==> config.mk <==
export PLATFORM = sky130hd
export DESIGN_NAME = mng_queue
export DESIGN_NICKNAME = d
export VERILOG_FILES = /design/src/sv/mng_pkg.sv /design/src/sv/mng_queue.sv
export SDC_FILE = /design/constraint.sdc
export NUM_CORES = 1
export LEC_CHECK = 0
export BUFFER_PORTS_ARGS = -buffer_cell sky130_fd_sc_hd__buf_2
export CAP_MARGIN = 20
export CELL_PAD_IN_SITES_DETAIL_PLACEMENT = 0
export CELL_PAD_IN_SITES_GLOBAL_PLACEMENT = 2
export CORE_UTILIZATION = 30
export CTS_BUF_LIST = sky130_fd_sc_hd__clkbuf_16
export DETAILED_ROUTE_END_ITERATION = 16
export GPL_ROUTABILITY_DRIVEN = 0
export HOLD_SLACK_MARGIN = 0.08
export MAX_ROUTING_LAYER = met4
export PLACE_DENSITY_LB_ADDON = 0.1
export SETUP_SLACK_MARGIN = 0.5
export SYNTH_ARGS = -nofsm -noshare
export SYNTH_HDL_FRONTEND = slang
export SYNTH_SLANG_ARGS = --single-unit
==> constraint.sdc <==
create_clock -name clk_i -period 4.24 [get_ports clk_i]
set_input_delay 0.212 -clock clk_i [delete_from_list [all_inputs] [get_ports clk_i]]
set_output_delay 0.212 -clock clk_i [all_outputs]
set_load 0.01 [all_outputs]
==> src/sv/mng_pkg.sv <==
`default_nettype none
package mng_pkg;

  // Pixel and result data width
  localparam int PIX_W = 8;

  // Configuration register widths
  localparam int CFG_WIDTH_W  = 12;
  localparam int CFG_HEIGHT_W = 16;
  localparam int CFG_DATA_W   = 16;
  localparam int CFG_IDX_W    = 1;

  // Raster index of the next result
  localparam int IDX_W = 32;

  // Defaults
  localparam int DEF_MAX_LINE = 2048;
  localparam int WIDTH_RESET  = 640;
  localparam int HEIGHT_RESET = 480;

  // Depth of the queue between front and back (power of two)
  localparam int QUEUE_DEPTH = 4;

  // Input mode codes
  localparam logic MODE_PIXEL = 1'b0;
  localparam logic MODE_FLUSH = 1'b1;

  typedef enum logic [CFG_IDX_W-1:0] {
    REG_FRAME_WIDTH  = 1'b0,
    REG_FRAME_HEIGHT = 1'b1
  } cfg_reg_e;

  // One queued operation for the window and gradient stage
  typedef struct packed {
    logic             shift;     // advance the window by one column
    logic             result;    // emit a result after this operation
    logic             border;    // result position lies on the frame border
    logic             frame_end; // last result of the frame
    logic [PIX_W-1:0] up;
    logic [PIX_W-1:0] mid;
    logic [PIX_W-1:0] px;
  } q_entry_t;

endpackage
`default_nettype wire

==> src/sv/mng_queue.sv <==
`default_nettype none
module mng_queue
  import mng_pkg::*;
(
  input  wire logic     clk_i,
  input  wire logic     rst_ni,
  input  wire logic     push_i,
  input  q_entry_t      entry_i,
  output logic          full_o,
  output logic          valid_o,
  output q_entry_t      entry_o,
  input  wire logic     pop_i
);

  localparam int AW = $clog2(QUEUE_DEPTH);

  q_entry_t      slots_q [QUEUE_DEPTH];
  logic [AW:0]   wr_ptr_q, rd_ptr_q;

  assign valid_o = wr_ptr_q != rd_ptr_q;
  assign full_o  = (wr_ptr_q[AW] != rd_ptr_q[AW]) && (wr_ptr_q[AW-1:0] == rd_ptr_q[AW-1:0]);
  assign entry_o = slots_q[rd_ptr_q[AW-1:0]];

  always_ff @(posedge clk_i or negedge rst_ni) begin
    if (!rst_ni) begin
      wr_ptr_q <= '0;
      rd_ptr_q <= '0;
    end else begin
      if (push_i) begin
        wr_ptr_q <= wr_ptr_q + (AW+1)'(1);
      end
      if (pop_i) begin
        rd_ptr_q <= rd_ptr_q + (AW+1)'(1);
      end
    end
  end

  always_ff @(posedge clk_i) begin
    if (push_i) begin
      slots_q[wr_ptr_q[AW-1:0]] <= entry_i;
    end
  end

endmodule
`default_nettype wire

# [Yosys cells after proc, flatten, opt, wreduce, memory -nomap -nowiden]
# Memories as Yosys holds them, arrays and structs flattened.
# Index checks and enable logic that the tools add are counted.
[totals] out_inout_bits=30 ramBits=112 in_bits=32 mem_count=1 regBits=6 wordCells=11
[op_classes] n_reduce_logical=1 eq_ne=3 addsub=2 mux=2
[mem_list] memory="slots_q" depth=4 word_bits=28 rd=1 rd_ports_with_merged_regs=0 write_ports=1 line_no="mng_queue.sv:17" rtl="q_entry_t slots_q [QUEUE_DEPTH];"
[ops] operator="adder 3 x 1 -> 3 bit, second input constant" count=2
[ops] operator="!= test 3 bit" count=1
[ops] operator="equality test 2 bit" count=1
[ops] operator="two-way mux 1 bit" count=2
[ops] operator="logical AND 1 bit" count=1
[ops] operator="!= test 1 bit" count=1

# [Depth between registers and ports, before layout]
# Gate-level depths: netlist (run 1).
[depth] ltp_word=2 mapped_depth=4 depth_no_buf=4

# [Worst setup path after synthesis (run 1)]
# OpenSTA, ideal clock, no wires.
[synth_path] path_type="flip-flop to flip-flop" startpoint="register wr_ptr_q[0]" endpoint="memory slots_q[2][0] (netlist name), enable pin" path_stages_with_launch=4 arrival_ns=1.341 synth_period_minus_slack_ns=1.728 path_buffers=0 required_time_ns=3.853 path_slack_ns=2.512 setup_time_ns=0.387 path_cell_list="dfrtp_1 > inv_1 > ha_1 > and2_1"
[synth_rtl] item="start, declared" line_no="mng_queue.sv:18" rtl="logic [AW:0] wr_ptr_q, rd_ptr_q;"
[synth_rtl] item="start signal, assigned" line_no="mng_queue.sv:30" rtl="wr_ptr_q <= wr_ptr_q + (AW+1)'(1);"
[synth_rtl] item="end, declared" line_no="mng_queue.sv:17"
# No word-level cell before the write port.

==> results.json, run 1 <==
{
  "drv_cap": 0,
  "synthTopCellsByArea": "edfxtp_1, mux4_2, dfrtp_1",
  "timing.final.hold_violations": 0,
  "insertedDiodeCount": 0,
  "setup_viol": 0,
  "grt_use_total_pct": 12.70,
  "p_leak_nw": 2.018,
  "postRouteAntennaNets": 0,
  "cp_max_fo": 17,
  "syn_area_per_cell_um2": 24.92,
  "dp_cells": 412,
  "place_ws_ps": 2102,
  "synth-async-reset-ratio_pct": 5.085,
  "grt_pass1_vias": 2284,
  "h-tree-depth": 4,
  "synthTopCellsByCount": "edfxtp_1, mux4_2, dfrtp_1",
  "crit_arrival_ps": 2280,
  "yosysWarnings": 0,
  "dieArea_um2": 15110,
  "yosysSeqAreaShare_pct": 80.09,
  "wl_per_cell_um": 17.23,
  "clk_pin_slew_ps": 50,
  "syn-num-nets": 213,
  "antenna_found_initial": 0,
  "final_cells": 475,
  "outcome": "completed",
  "hp-class": "in2async",
  "nets": 319,
  "critPathKind": "reg2out",
  "drt_iter0_drc": 151,
  "yosys.cell_count.top_type": "edfxtp_1",
  "finalWorstSetupSlack_ps": 1752,
  "slew_viol_final": 0,
  "rows": 43,
  "fmax_mhz": 401.9,
  "r2r_slack_ps": 2420,
  "ir_drop_v": 0.0002678,
  "vias_per_cell": 4.358,
  "critPathCaptureType": "primary output",
  "synth_top_area_share_pct": 76.67,
  "fillers": 1292,
  "dp_hpwl_um": 4521,
  "start_util_pct": 31.12,
  "clock_sinks": 118,
  "cts_buffer_depth": 2,
  "insertion_delay_ps": 400,
  "io_buffers": 61,
  "rsz0062_at_grt": "false",
  "grt_max_degree": 32,
  "worstMarginPinSlew_ps": 862.5,
  "synth_cell_types": 15,
  "drc_errors": 0,
  "seq_area_um2": 3516,
  "post_dp_cell_area_um2": 4883,
  "ys_ff_latch": 118,
  "drive_gt1_share_pct": 41.02,
  "utilization_pct": 40.72,
  "power.density_nw_per_um2": 692.6,
  "clk_root_buffer_cell": "clkbuf_16",
  "grt_overflow_total": 0,
  "synthFlopType": "edfxtp_1",
  "io_pins": 62,
  "whs_ps": 172.7,
  "critPathLaunchType": "flop",
  "drt-pass1-iter-count": 4,
  "die_width_um": 122.9,
  "wirelength_um": 8183,
  "syn_area_um2": 4387,
  "syn_to_final_growth_pct": 30.83,
  "crit_required_ps": 4030,
  "multiInputGateArea_um2": 822.0,
  "period_needed_ps": 2488,
  "coreArea_um2": 14100,
  "period_share_pct": 58.68,
  "relSlewSlack_pct": 42.50,
  "netlist_instances": 176,
  "yosys.area.top_type": "edfxtp_1",
  "grt_pass1_wl_um": 12740,
  "total_power_mw": 3.975,
  "cts_made_buffers": 17,
  "fin_tns_setup_ps": 0,
  "die_height_um": 122.9,
  "synth-edff-count": 112,
  "final.setup_skew_ps": 5.706,
  "fin_area_um2": 5739,
  "cts_tree": "done",
  "vias": 2070
}
-- flip-flops by register name, summed over array words and instances (netlist names) --
signal    count
rd_ptr_q      3
slots_q     112
wr_ptr_q      3
-- logic make-up after synthesis --
| logic type | Yosys count | synth area share [%] |
|---|---|---|
| buf+inv | 8 | 1.283 |
| simple gates | 8 | 1.055 |
| compound gates | 1 | 0.1140 |
| xor+xnor | 7 | 1.398 |
| flops | 118 | 80.09 |
| fa+ha+maj | 5 | 1.426 |
| mux | 29 | 14.63 |
-- metal layers --
| metal | routed length, µm | vias to the layer above | GRT usage, % |
|---|---|---|---|
| li1 | - | 953 | - |
| met1 | 3719 | 1064 | 14.95 |
| met4 | 81 | 0 | 5.716 |
| met5 | 0 | - | - |
| met2 | 4066 | 45 | 19.52 |
| met3 | 315 | 8 | 4.566 |
-- final cells by class --
class / count / share of cell area [%]
Timing Repair Buffer: 93 / 10.86
Sequential cell: 118 / 61.26
Tap cell: 180 / 3.924
Clock buffer: 17 / 7.412
Multi-Input combinational cell: 50 / 14.32
Inverter: 2 / 0.1308
Clock inverter: 15 / 2.093
-- final timing paths --
kind / start / depth (start not counted) / end
worst max register to register: rd_ptr_q[0] / 3 / rd_ptr_q[1]
max in group asynchronous: rst_ni / 2 / rd_ptr_q[0]
min in group clk_i: wr_ptr_q[2] / 1 / wr_ptr_q[2]
worst max-delay path: rd_ptr_q[0] / 3 / entry_o[20]
worst min-delay path: rst_ni / 2 / wr_ptr_q[1]
worst min register to register: wr_ptr_q[2] / 1 / wr_ptr_q[2]
-- power by group --
group          internal (mW)  switching (mW)  total, mW
Clock                  0.841           0.471       1.31
Combinational          0.496           0.464      0.960
Sequential              1.54           0.167       1.70
-- cell usage in the layout (no fill, tap or decap), drive strengths merged --
cell type	instances
ha	5
nand3	1
clkinvlp	2
clkinv	10
xor2	3
and2	4
mux4	28
clkbuf	17
edfxtp	112
buf	62
dfrtp	6
xnor2	4
o21ai	1
inv	3
and3b	1
dlygate4sd3	31
nand2	2
mux2	1
bufinv	2
-- repair_timing --
action / in CTS / in global routing
hold buffers: 31 / 0
gates resized for setup: 0 / 0
buffers inserted: 0 / 0
hold endpoints to repair: 121 / 0
-- worst max-delay path: stages (launching register included) --
cell and delay [ps]:
dfrtp_2 700, buf_4 440, mux4_2 570, buf_2 160
(Power assumes the default switching activity.)
==> inputs of run 2 (changes only) <==
==> constraint.sdc (replaced) <==
create_clock -name clk_i -period 2.4 [get_ports clk_i]
set_input_delay 0.12 -clock clk_i [delete_from_list [all_inputs] [get_ports clk_i]]
set_output_delay 0.12 -clock clk_i [all_outputs]
set_load 0.01 [all_outputs]
==> run 2 against run 1 <==
- sequential cell count is the same
- final cell count up 2.3%
- clock skew is 2.1 ps higher
- global-route usage rose by 0.28 points
- critical path depth unchanged
- first-iteration DRC count is 23% lower
- setup slack worse by 1300 ps
- routed wire length rose by 7.4%
- worst hold slack improved by 280 ps
- die area unchanged
- count of clock-buffer cells in the layout unchanged
- register-to-register slack got worse by 1800 ps
- highest routed layer unchanged
==> results.json, run 2 (synthesis gave the netlist of run 1 again) <==
{
  "p_leak_nw": 2.181,
  "slew_viol_final": 0,
  "period_share_pct": 81.57,
  "coreArea_um2": 14100,
  "seq_area_um2": 3518,
  "clk_pin_slew_ps": 60,
  "outcome": "completed",
  "final_cells": 486,
  "cp_slowest_cell": "mux4_2",
  "met2_length_um": 4115,
  "drc_errors": 0,
  "nets": 330,
  "r2r_slack_ps": 630,
  "total_power_mw": 7.845,
  "period_needed_ps": 1958,
  "fin_area_um2": 6026,
  "postRouteAntennaNets": 0,
  "finalWorstSetupSlack_ps": 442.4,
  "critPathKind": "reg2out",
  "io_buffers": 61,
  "grt_pass1_vias": 2238,
  "p_seq_share_pct": 37.3,
  "rows": 43,
  "place_ws_ps": 601.0,
  "insertedDiodeCount": 0,
  "clk_root_buffer_cell": "clkbuf_16",
  "relSlewSlack_pct": 60.07,
  "critPathCaptureType": "primary output",
  "largest_reg_flops": 112,
  "dieArea_um2": 15110,
  "syn_to_final_growth_pct": 37.36,
  "p_clk_share_pct": 36.7,
  "drive_gt1_share_pct": 43.79,
  "start_util_pct": 31.12,
  "antenna_found_initial": 0,
  "rsz0062_at_grt": "true",
  "vias_per_cell": 4.366,
  "p_int_mw": 5.789,
  "whs_ps": 448.1,
  "wl_per_cell_um": 18.09,
  "die_height_um": 122.9,
  "layout_commonest_cell": "edfxtp_1",
  "worstMarginPinSlew_ps": 598.9,
  "post_dp_cell_area_um2": 4974,
  "drv_cap": 0,
  "final.setup_skew_ps": 7.812,
  "insertion_delay_ps": 420,
  "drt-pass1-iter-count": 4,
  "wl_met1_um": 4101,
  "cts_buffer_depth": 2,
  "dp_cells": 419,
  "utilization_pct": 42.75,
  "worstPathCellList": "clkbuf_16, mux4_2, buf_2",
  "cts_tree": "done",
  "critPathLaunchType": "flop",
  "fin_tns_setup_ps": 0,
  "grt_use_total_pct": 12.98,
  "crit_required_ps": 2280,
  "dr.max_layer_used": "met4",
  "swShare_pct": 26.21,
  "vias": 2122,
  "timing.final.hold_violations": 0,
  "dp_hpwl_um": 5102,
  "cp_max_fo": 11,
  "grt_overflow_total": 0,
  "fmax_mhz": 510.8,
  "drt_iter0_drc": 116,
  "power.density_nw_per_um2": 1302,
  "h-tree-depth": 4,
  "clock_sinks": 118,
  "slowest_delay_ps": 510,
  "wirelength_um": 8792,
  "multiInputGateArea_um2": 822.0,
  "mostFrequentLayoutCells": "edfxtp_1, buf_2, dlygate4sd3_1",
  "pwr-share-comb_pct": 25.9,
  "die_width_um": 122.9,
  "switching_power_mw": 2.056,
  "crit_arrival_ps": 1840,
  "setup_viol": 0,
  "fillers": 1258,
  "hp-class": "in2reg",
  "cts_made_buffers": 17,
  "ir_drop_v": 0.0006012,
  "io_pins": 62,
  "grt_max_degree": 32,
  "grt_pass1_wl_um": 12640,
  "wl_met3_um": 424
}
-- run 2: cell types whose count changed in the layout (fill, tap and decap cells not counted), sizes merged --
cell and delta:
clkinv -7, buf +9, dlygate4sd3 +1, bufinv +5
clkinvlp -2, clkbuf +1, inv +4
-- run 2: worst paths after layout --
| kind | from | to | cells after the start |
|---|---|---|---|
| max reg2reg | wr_ptr_q[0] | slots_q[2][6] | 4 |
| max | rd_ptr_q[0] | entry_o[11] | 3 |
| min reg2reg | wr_ptr_q[2] | wr_ptr_q[2] | 1 |
| max in group asynchronous | rst_ni | rd_ptr_q[1] | 3 |
| min | entry_i[1] | slots_q[0][1] | 2 |
| min in group asynchronous | rst_ni | wr_ptr_q[1] | 3 |
-- run 2: critical path, delay by kind of cell (launching register included) --
kind / cells / cell delay, ps
buffers and inverters: 2 / 400
DFF: 1 / 500
muxes: 1 / 510
-- run 2: repair_timing --
| action | 4_1_cts | 5_1_grt |
|---|---|---|
| endpoints found under the setup margin | 30 | 29 |
| endpoints found under the hold margin | 123 | 0 |
| cloned | 0 | 1 |
| hold buffers | 32 | 0 |
| gates resized for setup | 1 | 0 |
| buffers inserted | 0 | 2 |
-- run 2: layout make-up --
type | instances | share of cell area (%)
multi-input combinational | 50 | 13.64
timing repair buffer | 104 | 13.00
inverter | 2 | 0.1246
clock inverter | 15 | 4.049
clock buffer | 17 | 7.060
tap | 180 | 3.738
sequential | 118 | 58.39
-- run 2: power groups by stage --
stage,Combinational [mW],Clock (mW),Sequential [mW]
floorplan,1.29,0,2.84
global placement,1.91,0,3.00
detailed placement,1.90,0,3.01
CTS,1.95,2.94,2.97
global route,2.24,3.02,2.97
finish,2.03,2.88,2.93
-- run 2: per-layer routing --
layer	vias to the layer above	track usage, %
met3	14	5.074
met4	0	6.860
met2	56	18.93
met5	-	-
met1	1077	15.50
li1	975	-
