==> src/sv/mng_pkg.sv <==
`default_nettype none
package mng_pkg;

  // Pixel and result data width
  localparam int PIX_W = 8;

  // Configuration register widths
  localparam int CFG_WIDTH_W  = 12;
  localparam int CFG_HEIGHT_W = 16;
  localparam int CFG_DATA_W   = 16;
  localparam int CFG_IDX_W    = 1;

  // Raster index of the next result
  localparam int IDX_W = 32;

  // Defaults
  localparam int DEF_MAX_LINE = 2048;
  localparam int WIDTH_RESET  = 640;
  localparam int HEIGHT_RESET = 480;

  // Depth of the queue between front and back (power of two)
  localparam int QUEUE_DEPTH = 4;

  // Input mode codes
  localparam logic MODE_PIXEL = 1'b0;
  localparam logic MODE_FLUSH = 1'b1;

  typedef enum logic [CFG_IDX_W-1:0] {
    REG_FRAME_WIDTH  = 1'b0,
    REG_FRAME_HEIGHT = 1'b1
  } cfg_reg_e;

  // One queued operation for the window and gradient stage
  typedef struct packed {
    logic             shift;     // advance the window by one column
    logic             result;    // emit a result after this operation
    logic             border;    // result position lies on the frame border
    logic             frame_end; // last result of the frame
    logic [PIX_W-1:0] up;
    logic [PIX_W-1:0] mid;
    logic [PIX_W-1:0] px;
  } q_entry_t;

endpackage
`default_nettype wire

==> src/sv/mng_back.sv <==
`default_nettype none
module mng_back
  import mng_pkg::*;
(
  input  wire logic        clk_i,
  input  wire logic        rst_ni,
  input  wire logic        q_valid_i,
  input  q_entry_t         q_entry_i,
  output logic             q_pop_o,
  output logic             out_valid_o,
  input  wire logic        out_ready_i,
  output logic [PIX_W-1:0] grad_o,
  output logic             frame_end_o
);

  logic [PIX_W-1:0] win_q [3][3];
  logic             mv_q;
  logic             m_border_q, m_fe_q;
  logic             ov_q;
  logic [PIX_W-1:0] grad_q;
  logic             fe_q;

  logic             out_load;
  logic             meta_free;
  logic [PIX_W-1:0] nb_max;
  logic [PIX_W-1:0] centre;
  logic [PIX_W-1:0] grad_val;

  assign out_load  = mv_q && (!ov_q || out_ready_i);
  assign meta_free = !mv_q || out_load;
  assign q_pop_o   = q_valid_i && meta_free;

  // Largest of the eight neighbours and its distance to the centre; zero on the border
  always_comb begin
    nb_max = '0;
    centre = win_q[1][1];
    for (int i = 0; i < 3; i++) begin
      for (int j = 0; j < 3; j++) begin
        if (!(i == 1 && j == 1) && (win_q[i][j] > nb_max)) begin
          nb_max = win_q[i][j];
        end
      end
    end
    if (m_border_q) begin
      grad_val = '0;
    end else if (nb_max >= centre) begin
      grad_val = nb_max - centre;
    end else begin
      grad_val = centre - nb_max;
    end
  end

  always_ff @(posedge clk_i or negedge rst_ni) begin
    if (!rst_ni) begin
      for (int i = 0; i < 3; i++) begin
        for (int j = 0; j < 3; j++) begin
          win_q[i][j] <= '0;
        end
      end
      mv_q <= 1'b0;
      ov_q <= 1'b0;
    end else begin
      if (q_pop_o && q_entry_i.shift) begin
        for (int i = 0; i < 3; i++) begin
          win_q[i][0] <= win_q[i][1];
          win_q[i][1] <= win_q[i][2];
        end
        win_q[0][2] <= q_entry_i.up;
        win_q[1][2] <= q_entry_i.mid;
        win_q[2][2] <= q_entry_i.px;
      end
      if (meta_free) begin
        mv_q <= q_pop_o && q_entry_i.result;
      end
      if (out_load) begin
        ov_q <= 1'b1;
      end else if (out_ready_i) begin
        ov_q <= 1'b0;
      end
    end
  end

  always_ff @(posedge clk_i) begin
    if (meta_free) begin
      m_border_q <= q_entry_i.border;
      m_fe_q     <= q_entry_i.frame_end;
    end
    if (out_load) begin
      grad_q <= grad_val;
      fe_q   <= m_fe_q;
    end
  end

  assign out_valid_o = ov_q;
  assign grad_o      = grad_q;
  assign frame_end_o = fe_q;

endmodule
`default_nettype wire

==> config.mk <==
export PLATFORM = sky130hd
export DESIGN_NAME = mng_back
export DESIGN_NICKNAME = d
export VERILOG_FILES = /design/src/sv/mng_pkg.sv /design/src/sv/mng_back.sv
export SDC_FILE = /design/constraint.sdc
export NUM_CORES = 1
export LEC_CHECK = 0
export ABC_CLOCK_PERIOD_IN_PS = 43500
export BUFFER_PORTS_ARGS = -buffer_cell sky130_fd_sc_hd__buf_2
export CORE_AREA = 2 2 102 104
export DETAILED_ROUTE_END_ITERATION = 12
export DIE_AREA = 0 0 104 106
export GPL_ROUTABILITY_DRIVEN = 0
export PLACE_DENSITY = 0.83
export SLEW_MARGIN = 5
export SYNTH_ARGS = -nofsm -noshare
export SYNTH_HDL_FRONTEND = slang
export SYNTH_SLANG_ARGS = --single-unit
==> constraint.sdc <==
create_clock -name clk_i -period 43.5 [get_ports clk_i]
set_input_delay 4.35 -clock clk_i [delete_from_list [all_inputs] [get_ports clk_i]]
set_output_delay 4.35 -clock clk_i [all_outputs]
set_load 0.01 [all_outputs]
# Word level (Yosys, flattened, before mapping)

Index checks and enable logic that the tools add are counted.
W data, S select, Z words.

Flip-flop bits (word level): 85
Bits of input ports: 32
Output and inout port bits: 11
Logic and storage cells: 46

Add/subtract/negate cells: 2
Magnitude comparators: 9
Mux-type cells: 11
Reductions and logical operators: 9

Operators by type and width:

| kind                 | count |
|---|---|
| $mux W8              | 9 |
| $gt A8 B8 Y1         | 7 |
| $sub A8 B8 Y8        | 2 |
| $ge A8 B8 Y1         | 1 |
| $gt A8 B1 Y1 const B | 1 |
| $logic_and A1 B1 Y1  | 4 |
| $logic_not A1 Y1     | 2 |
| $logic_or A1 B1 Y1   | 2 |
| $mux W1              | 2 |
| $reduce_bool A2 Y1   | 1 |

# Longest topological paths before layout

Gate-level depths: netlist of the first run.

Word-level depth: 18
Depth in mapped cells: 87
Mapped depth without buffers: 83

# Worst setup path before layout of the first run

Ideal clock, no wire load.

Path kind: reg-to-reg
From: register win_q[63] (netlist bit)
To: register grad_q[7] (netlist: grad_o[7]) (data pin)
Library setup time: 0.263 ns
Arrival: 15.566 ns
Data required time: 43.237 ns
Slack: 27.671 ns
Stages on the path, launching flop included: 84
Path buffers: 4
Period minus slack after synthesis: 15.829 ns
Cells stage by stage: dfrtp_1 -> ha_1 -> and4_4 -> a21boi_2 -> o21ai_1 -> mux2i_1 -> ha_1 -> nand4_1 -> or2_1 -> a22oi_2 -> buf_4 -> clkbuf_1 -> nor2_1 -> a21oi_1 -> inv_1 -> ha_1 -> a21oi_1 -> o21ai_0 -> [... 48 more ...] -> ha_1 -> inv_1 -> fa_1 -> a21oi_1 -> o21bai_1 -> a21o_1 -> a211oi_1 -> o21bai_1 -> a21oi_1 -> mux2i_1 -> a221o_1 -> a221oi_1 -> o21ai_0 -> a221oi_1 -> o21ai_0 -> a21oi_1 -> xor2_1 -> nor2_1

Longest elaborated chain between the ends: 16
Elaborated cells on any way between the ends: 18
Classes of those cells: add/sub (2); order compare (8); mux (8)

RTL lines:

| element                                     | line           | source |
|---|---|---|
| start: declaration                          | mng_back.sv:16 | `logic [PIX_W-1:0] win_q [3][3];` |
| start signal: indexed assignment            | mng_back.sv:65 | `win_q[i][0] <= win_q[i][1];` |
| start signal: indexed assignment            | mng_back.sv:66 | `win_q[i][1] <= win_q[i][2];` |
| $gt A8 B8 Y1                                | mng_back.sv:39 | `if (!(i == 1 && j == 1) && (win_q[i][j] > nb_max)) begin` |
| $mux W8 *                                   | mng_back.sv:39 |  |
| $gt A8 B8 Y1                                | mng_back.sv:39 |  |
| $mux W8 *                                   | mng_back.sv:39 |  |
| $gt A8 B8 Y1                                | mng_back.sv:39 |  |
| $mux W8 *                                   | mng_back.sv:39 |  |
| $gt A8 B8 Y1                                | mng_back.sv:39 |  |
| $mux W8 *                                   | mng_back.sv:39 |  |
| $gt A8 B8 Y1                                | mng_back.sv:39 |  |
| $mux W8 *                                   | mng_back.sv:39 |  |
| $gt A8 B8 Y1                                | mng_back.sv:39 |  |
| $mux W8 *                                   | mng_back.sv:39 |  |
| $gt A8 B8 Y1                                | mng_back.sv:39 |  |
| $mux W8 *                                   | mng_back.sv:39 |  |
| $sub A8 B8 Y8, or another cell as far along | mng_back.sv:49 | `grad_val = centre - nb_max;` |
| $mux W8 *                                   | mng_back.sv:46 | `end else if (nb_max >= centre) begin` |
| end signal: assignment                      | mng_back.sv:89 | `grad_q <= grad_val;` |
| end: declaration                            | mng_back.sv:20 | `logic [PIX_W-1:0] grad_q;` |

Mark *: on every way between the ends. The rest lies on a longest branch, timed or not.
A chain may end at the register's enable or synchronous reset.

# Final worst setup path of the first run

From: register win_q[59] (netlist bit)
To: register grad_q[7] (netlist: grad_o[7]) (data pin)

Same word-level chain as after synthesis.

==> flow_metrics.env, run 1 <==
export IMPL_status="complete, no violations"
export IMPL_core_mm2=0.0100
export IMPL_cts_hold_buffers=0
export IMPL_final_max_slew_violation_count=0
export IMPL_timing_fmax_mhz=55.8
export IMPL_min_period_over_period_pct=41.2
export IMPL_syn_to_final_growth_pct=7.96
export IMPL_hold_viol=0
export IMPL_final_common_cell="dfrtp_1"
export IMPL_design_area_mm2=0.00679
export IMPL_die_w_um=104
export IMPL_grt_max_degree=94
export IMPL_slowest_delay_ns=0.74
export IMPL_clk_pin_slew_ns=0.10
export IMPL_syn_inst=644
export IMPL_path_common_cell="a21oi_1"
export IMPL_place_ws_ns=26.12
export IMPL_rows=37
export IMPL_dpl_instance_area_mm2=0.00661
export IMPL_cts_repair_timing_setup_buffer_count=0
export IMPL_max_clock_path_buffers=2
export IMPL_grt_ovfl_total=0
export IMPL_cts_tree="done"
export IMPL_max_slew_margin_rel_pct=31.2
export IMPL_critPathArrivalTime_ns=18.05
export IMPL_cts_root_buf="clkbuf_8"
export IMPL_routed_wl_mm=14.3
export IMPL_yosysWarnings=0
export IMPL_grt_use_total_pct=27.3
export IMPL_syn_avg_cell_area_um2=9.76
export IMPL_antenna_cells=0
export IMPL_worstSetupPathType="reg2reg"
export IMPL_io_buffers=42
export IMPL_grt_pass1_vias=5168
export IMPL_netlist_area_mm2=0.00628
export IMPL_cts_resized=0
export IMPL_setup_violations=0
export IMPL_cp_max_fo=22
export IMPL_worstSetupEndpointType="register"
export IMPL_finalSetupTns_ns=0
export IMPL_grt_setup_unrepaired="no"
export IMPL_dieArea_mm2=0.0110
export IMPL_clk_latency_ns=0.38
export IMPL_synthesis_nets=742
export IMPL_ant_nets=0
export IMPL_synth_flop_cell="dfrtp_1"
export IMPL_fin_crit_ns=17.91
export IMPL_cap_violations=0
export IMPL_yosysUniqueCellTypes=74
export IMPL_via_per_inst=6.12
export IMPL_cts_htree_levels=3
export IMPL_initial_core_util_pct=62.9
export IMPL_finalClockSkew_ns=0.00912
export IMPL_async_reset_ff_share_pct=87.1
export IMPL_die_h_um=106
export IMPL_synth_edff_count=11
export IMPL_routedWlPerCell_um=17.4
export IMPL_cts_buffers=9
export IMPL_required_ns=43.64
export IMPL_tightest_slew_ns=1.03
export IMPL_numClockSinks=85
export IMPL_ios=43
export IMPL_synth_seq_cells=85
export IMPL_synth_seq_area_share_pct=34.7
export IMPL_antenna_found_initial=0
export IMPL_grt_pass1_wl_mm=24.3
export IMPL_setup_ws_ns=25.59
export IMPL_num_vias=5017
export IMPL_cp_slowest_cell="a22oi_2"
export IMPL_start_kind="register"
export IMPL_layout_common_cells="dfrtp_1, inv_1, mux2_2, ha_1, nand2_1"
export IMPL_fin_hold_ws_ns=0.444
export IMPL_hold_path_class="reg2reg"
export IMPL_dpl_hpwl_mm=10.8
export IMPL_nets=777
export IMPL_drt_pass1_iter_count=5
export IMPL_remaining_drc_errors=0
export IMPL_drt_iter0_markers=349
export IMPL_drive_above_1_share_pct=22.2
[through the flow]
stage / utilization, % / std cells
2_1_floorplan: - / 644
3_3_place_gp: 66.1 / 804
3_5_place_dp: 66.1 / 804
4_1_cts: 67.9 / 820
5_1_grt: 67.9 / 820
6_report: 67.9 / 820
[metal layers]
layer / vias to the layer above / global-route usage (%) / wire, µm
met5: - / 0 / 0
met2: 175 / 47.4 / 7140
li1: 2386 / - / -
met4: 0 / 11.1 / 335
met1: 2415 / 33.9 / 6080
met3: 41 / 4.54 / 745
[cells in the mapped netlist, types with 6 or more instances]
| cell | instances | area [µm²] |
|---|---|---|
| nor2_1 | 28 | 105 |
| inv_1 | 65 | 244 |
| o21ai_0 | 47 | 235 |
| or2_2 | 7 | 43.8 |
| nor2b_1 | 11 | 68.8 |
| a21oi_1 | 35 | 175 |
| xnor2_1 | 6 | 52.6 |
| clkbuf_1 | 15 | 56.3 |
| edfxtp_1 | 11 | 330 |
| nand4_1 | 6 | 37.5 |
| mux2_2 | 65 | 732 |
| nand2_1 | 51 | 191 |
| nand3_1 | 15 | 75.1 |
| ha_1 | 64 | 801 |
| mux2i_1 | 29 | 290 |
| a21o_1 | 12 | 90.1 |
| dfrtp_1 | 74 | 1850 |
[registers in the layout (all words and copies together), names as in the netlist]
register,cells
centre,8
frame_end_o,1
grad_o,8
m_border_q,1
m_fe_q,1
mv_q,1
out_valid_o,1
win_q,64
[logic make-up (layout without fill, tap and decap cells)]
| family | Yosys count | after routing | synth area share [%] |
|---|---|---|---|
| multiplexers | 95 | 95 | 16.5 |
| buffers and inverters | 86 | 126 | 5.20 |
| flip-flops | 85 | 85 | 34.7 |
| AO/OA/AOI/OAI | 156 | 156 | 17.3 |
| XOR/XNOR | 8 | 8 | 1.11 |
| AND/OR/NAND/NOR | 147 | 147 | 11.6 |
| adder cells (fa/ha/maj) | 67 | 67 | 13.5 |
[critical path, delay by kind of cell (launching register included)]
| kind | cells | cell delay [ns] |
|---|---|---|
| compound gates | 40 | 9.01 |
| xor+xnor | 1 | 0.17 |
| fa+ha+maj | 9 | 2.68 |
| buf+inv | 7 | 0.88 |
| flops | 1 | 0.42 |
| mux | 5 | 1.26 |
| simple gates | 19 | 3.22 |
[path summary, 6_finish.rpt]
| path | cells past startpoint | from | to | slack (ns) |
|---|---|---|---|---|
| max | 81 | win_q[59] | grad_o[7] | 25.59 |
| min | 0 | m_fe_q | frame_end_o | 0.44 |
| max reg2reg | 81 | win_q[59] | grad_o[7] | 25.59 |
| min reg2reg | 0 | m_fe_q | frame_end_o | 0.44 |
| max in group asynchronous | 1 | rst_ni | win_q[12] | 38.77 |
| min in group asynchronous | 1 | rst_ni | mv_q | 4.09 |
[cell type report]
type                       instances  area, µm²
sequential                        85       2180
timing repair buffer              44        228
clock inverter                     6       46.3
fill                             763       3210
inverter                          66        248
tap                              136        170
multi-input combinational        473       3780
clock buffer                      10        128
Power of run 1 is not shown: default switching activity piles up to over one toggle a cycle in this logic, so the estimate is an artifact.
==> inputs of run 2 (changes only) <==
Settings changed: ABC_CLOCK_PERIOD_IN_PS 43500 to 17500, CORE_AREA 2 2 102 104 to 2 2 104 106, DIE_AREA 0 0 104 106 to 0 0 106 108, PLACE_DENSITY 0.83 to 0.8.
Clock period 43.5 ns to 17.5 ns, I/O delays scaled along.
==> run 2 against run 1 <==
Setup slack worse by 25 ns. Register-to-register slack got worse by 25 ns. Non-clock buffer count up 8. Critical path depth is 3 lower. Clock skew grew 0.0048 ns. First-iteration DRC count is 34% lower. Final area is 2.3% higher. Utilization hardly changed.
==> flow_metrics.env, run 2 (synthesis gave the netlist of run 1 again) <==
export IMPL_grt_max_degree=94
export IMPL_ant_nets=0
export IMPL_core_mm2=0.0102
export IMPL_clk_latency_ns=0.37
export IMPL_regArea_mm2=0.00218
export IMPL_die_w_um=106
export IMPL_routed_wl_mm=14.5
export IMPL_drt_pass1_iter_count=5
export IMPL_worst_path_buf_inv=8
export IMPL_max_clock_path_buffers=2
export IMPL_layout_common_cells="dfrtp_1, inv_1, mux2_2, ha_1, nand2_1"
export IMPL_hold_path_class="reg2reg"
export IMPL_routedWlPerCell_um=17.5
export IMPL_design_area_mm2=0.00694
export IMPL_remaining_drc_errors=0
export IMPL_setup_violations=0
export IMPL_via_per_inst=6.03
export IMPL_cts_buffers=9
export IMPL_io_buffers=42
export IMPL_grt_ovfl_total=0
export IMPL_dpl_hpwl_mm=10.8
export IMPL_worstSetupEndpointType="register"
export IMPL_max_slew_margin_rel_pct=33.4
export IMPL_path_common_cell="ha_1"
export IMPL_drt_iter0_markers=229
export IMPL_largest_reg_flops=64
export IMPL_timing_fmax_mhz=60.4
export IMPL_dieArea_mm2=0.0114
export IMPL_hold_viol=0
export IMPL_status="complete, no violations"
export IMPL_grt_use_total_pct=26.5
export IMPL_syn_to_final_growth_pct=10.4
export IMPL_clk_pin_slew_ns=0.10
export IMPL_cts_hold_buffers=0
export IMPL_slowest_delay_ns=0.47
export IMPL_ios=43
export IMPL_multiInputGateArea_mm2=0.00385
export IMPL_final_common_cell="dfrtp_1"
export IMPL_fin_crit_ns=16.55
export IMPL_tightest_slew_ns=1.00
export IMPL_drive_above_1_share_pct=24.6
export IMPL_die_h_um=108
export IMPL_numClockSinks=85
export IMPL_place_ws_ns=-0.406
export IMPL_grt_pass1_vias=5161
export IMPL_initial_core_util_pct=61.4
export IMPL_cts_tree="done"
export IMPL_cts_htree_levels=3
export IMPL_dpl_instance_area_mm2=0.00662
export IMPL_cts_root_buf="clkbuf_8"
export IMPL_antenna_cells=0
export IMPL_antenna_found_initial=0
export IMPL_setup_ws_ns=0.947
export IMPL_grt_pass1_wl_mm=24.1
export IMPL_min_period_over_period_pct=94.6
export IMPL_cap_violations=0
export IMPL_worstSetupPathType="reg2reg"
export IMPL_fillCellCount=734
export IMPL_rows=37
export IMPL_cp_slowest_cell="nor3_1"
export IMPL_cp_max_fo=12
export IMPL_nets=785
export IMPL_start_kind="register"
export IMPL_largest_register="win_q"
export IMPL_finalClockSkew_ns=0.0139
export IMPL_critPathArrivalTime_ns=16.68
export IMPL_fin_hold_ws_ns=0.433
export IMPL_required_ns=17.62
export IMPL_num_vias=4995
export IMPL_cpLargestDelayFamily="compound AO/OA/AOI/OAI gates"
export IMPL_final_max_slew_violation_count=0
[run 2: changes by cell type in the layout (fill, tap and decap cells not counted), sizes merged]
cell and delta:
inv +1, bufinv +1, clkbuf -1, clkinvlp -1, buf +8
[run 2: final timing paths]
| kind | cells after the start | from | slack, ns | to |
|---|---|---|---|---|
| worst min register to register | 0 | m_fe_q | 0.43 | frame_end_o |
| max in group asynchronous | 1 | rst_ni | 15.35 | win_q[17] |
| worst min-delay path | 0 | m_fe_q | 0.43 | frame_end_o |
| worst max-delay path | 78 | win_q[57] | 0.95 | grad_o[7] |
| min in group asynchronous | 1 | rst_ni | 1.52 | win_q[54] |
| worst max register to register | 78 | win_q[57] | 0.95 | grad_o[7] |
[run 2: cell type report]
type / count / share of cell area [%]
clock buffer: 9 / 1.79
clock inverter: 7 / 1.14
inverter: 66 / 3.57
multi-input combinational: 473 / 55.5
sequential: 85 / 31.4
tap: 136 / 2.45
timing repair buffer: 52 / 4.15
[run 2: stage by stage]
step	std cells	setup TNS, ns	util (%)
final	828	0	67.8
after CTS	824	0	67.0
after global placement	805	0	64.7
after global routing	828	-0.0324	67.8
after floorplan	644	0	-
after detailed placement	805	-0.406	64.7
[run 2: what timing repair did]
item                       4_1_cts  5_1_grt
buffers inserted                 3        4
setup endpoints to repair        2        3
cloned                           0        0
gates resized for setup          2       15
pin swaps                        1        3
[run 2: routing by layer]
metal  GRT usage [%]  vias to the layer above  wire (µm)
met2            45.6                      151       7040
li1                -                     2399          -
met1            33.0                     2406       6390
met3            4.28                       39        701
met5               0                        -          0
met4            12.2                        0        403
Power of run 2 is left out for the same reason.
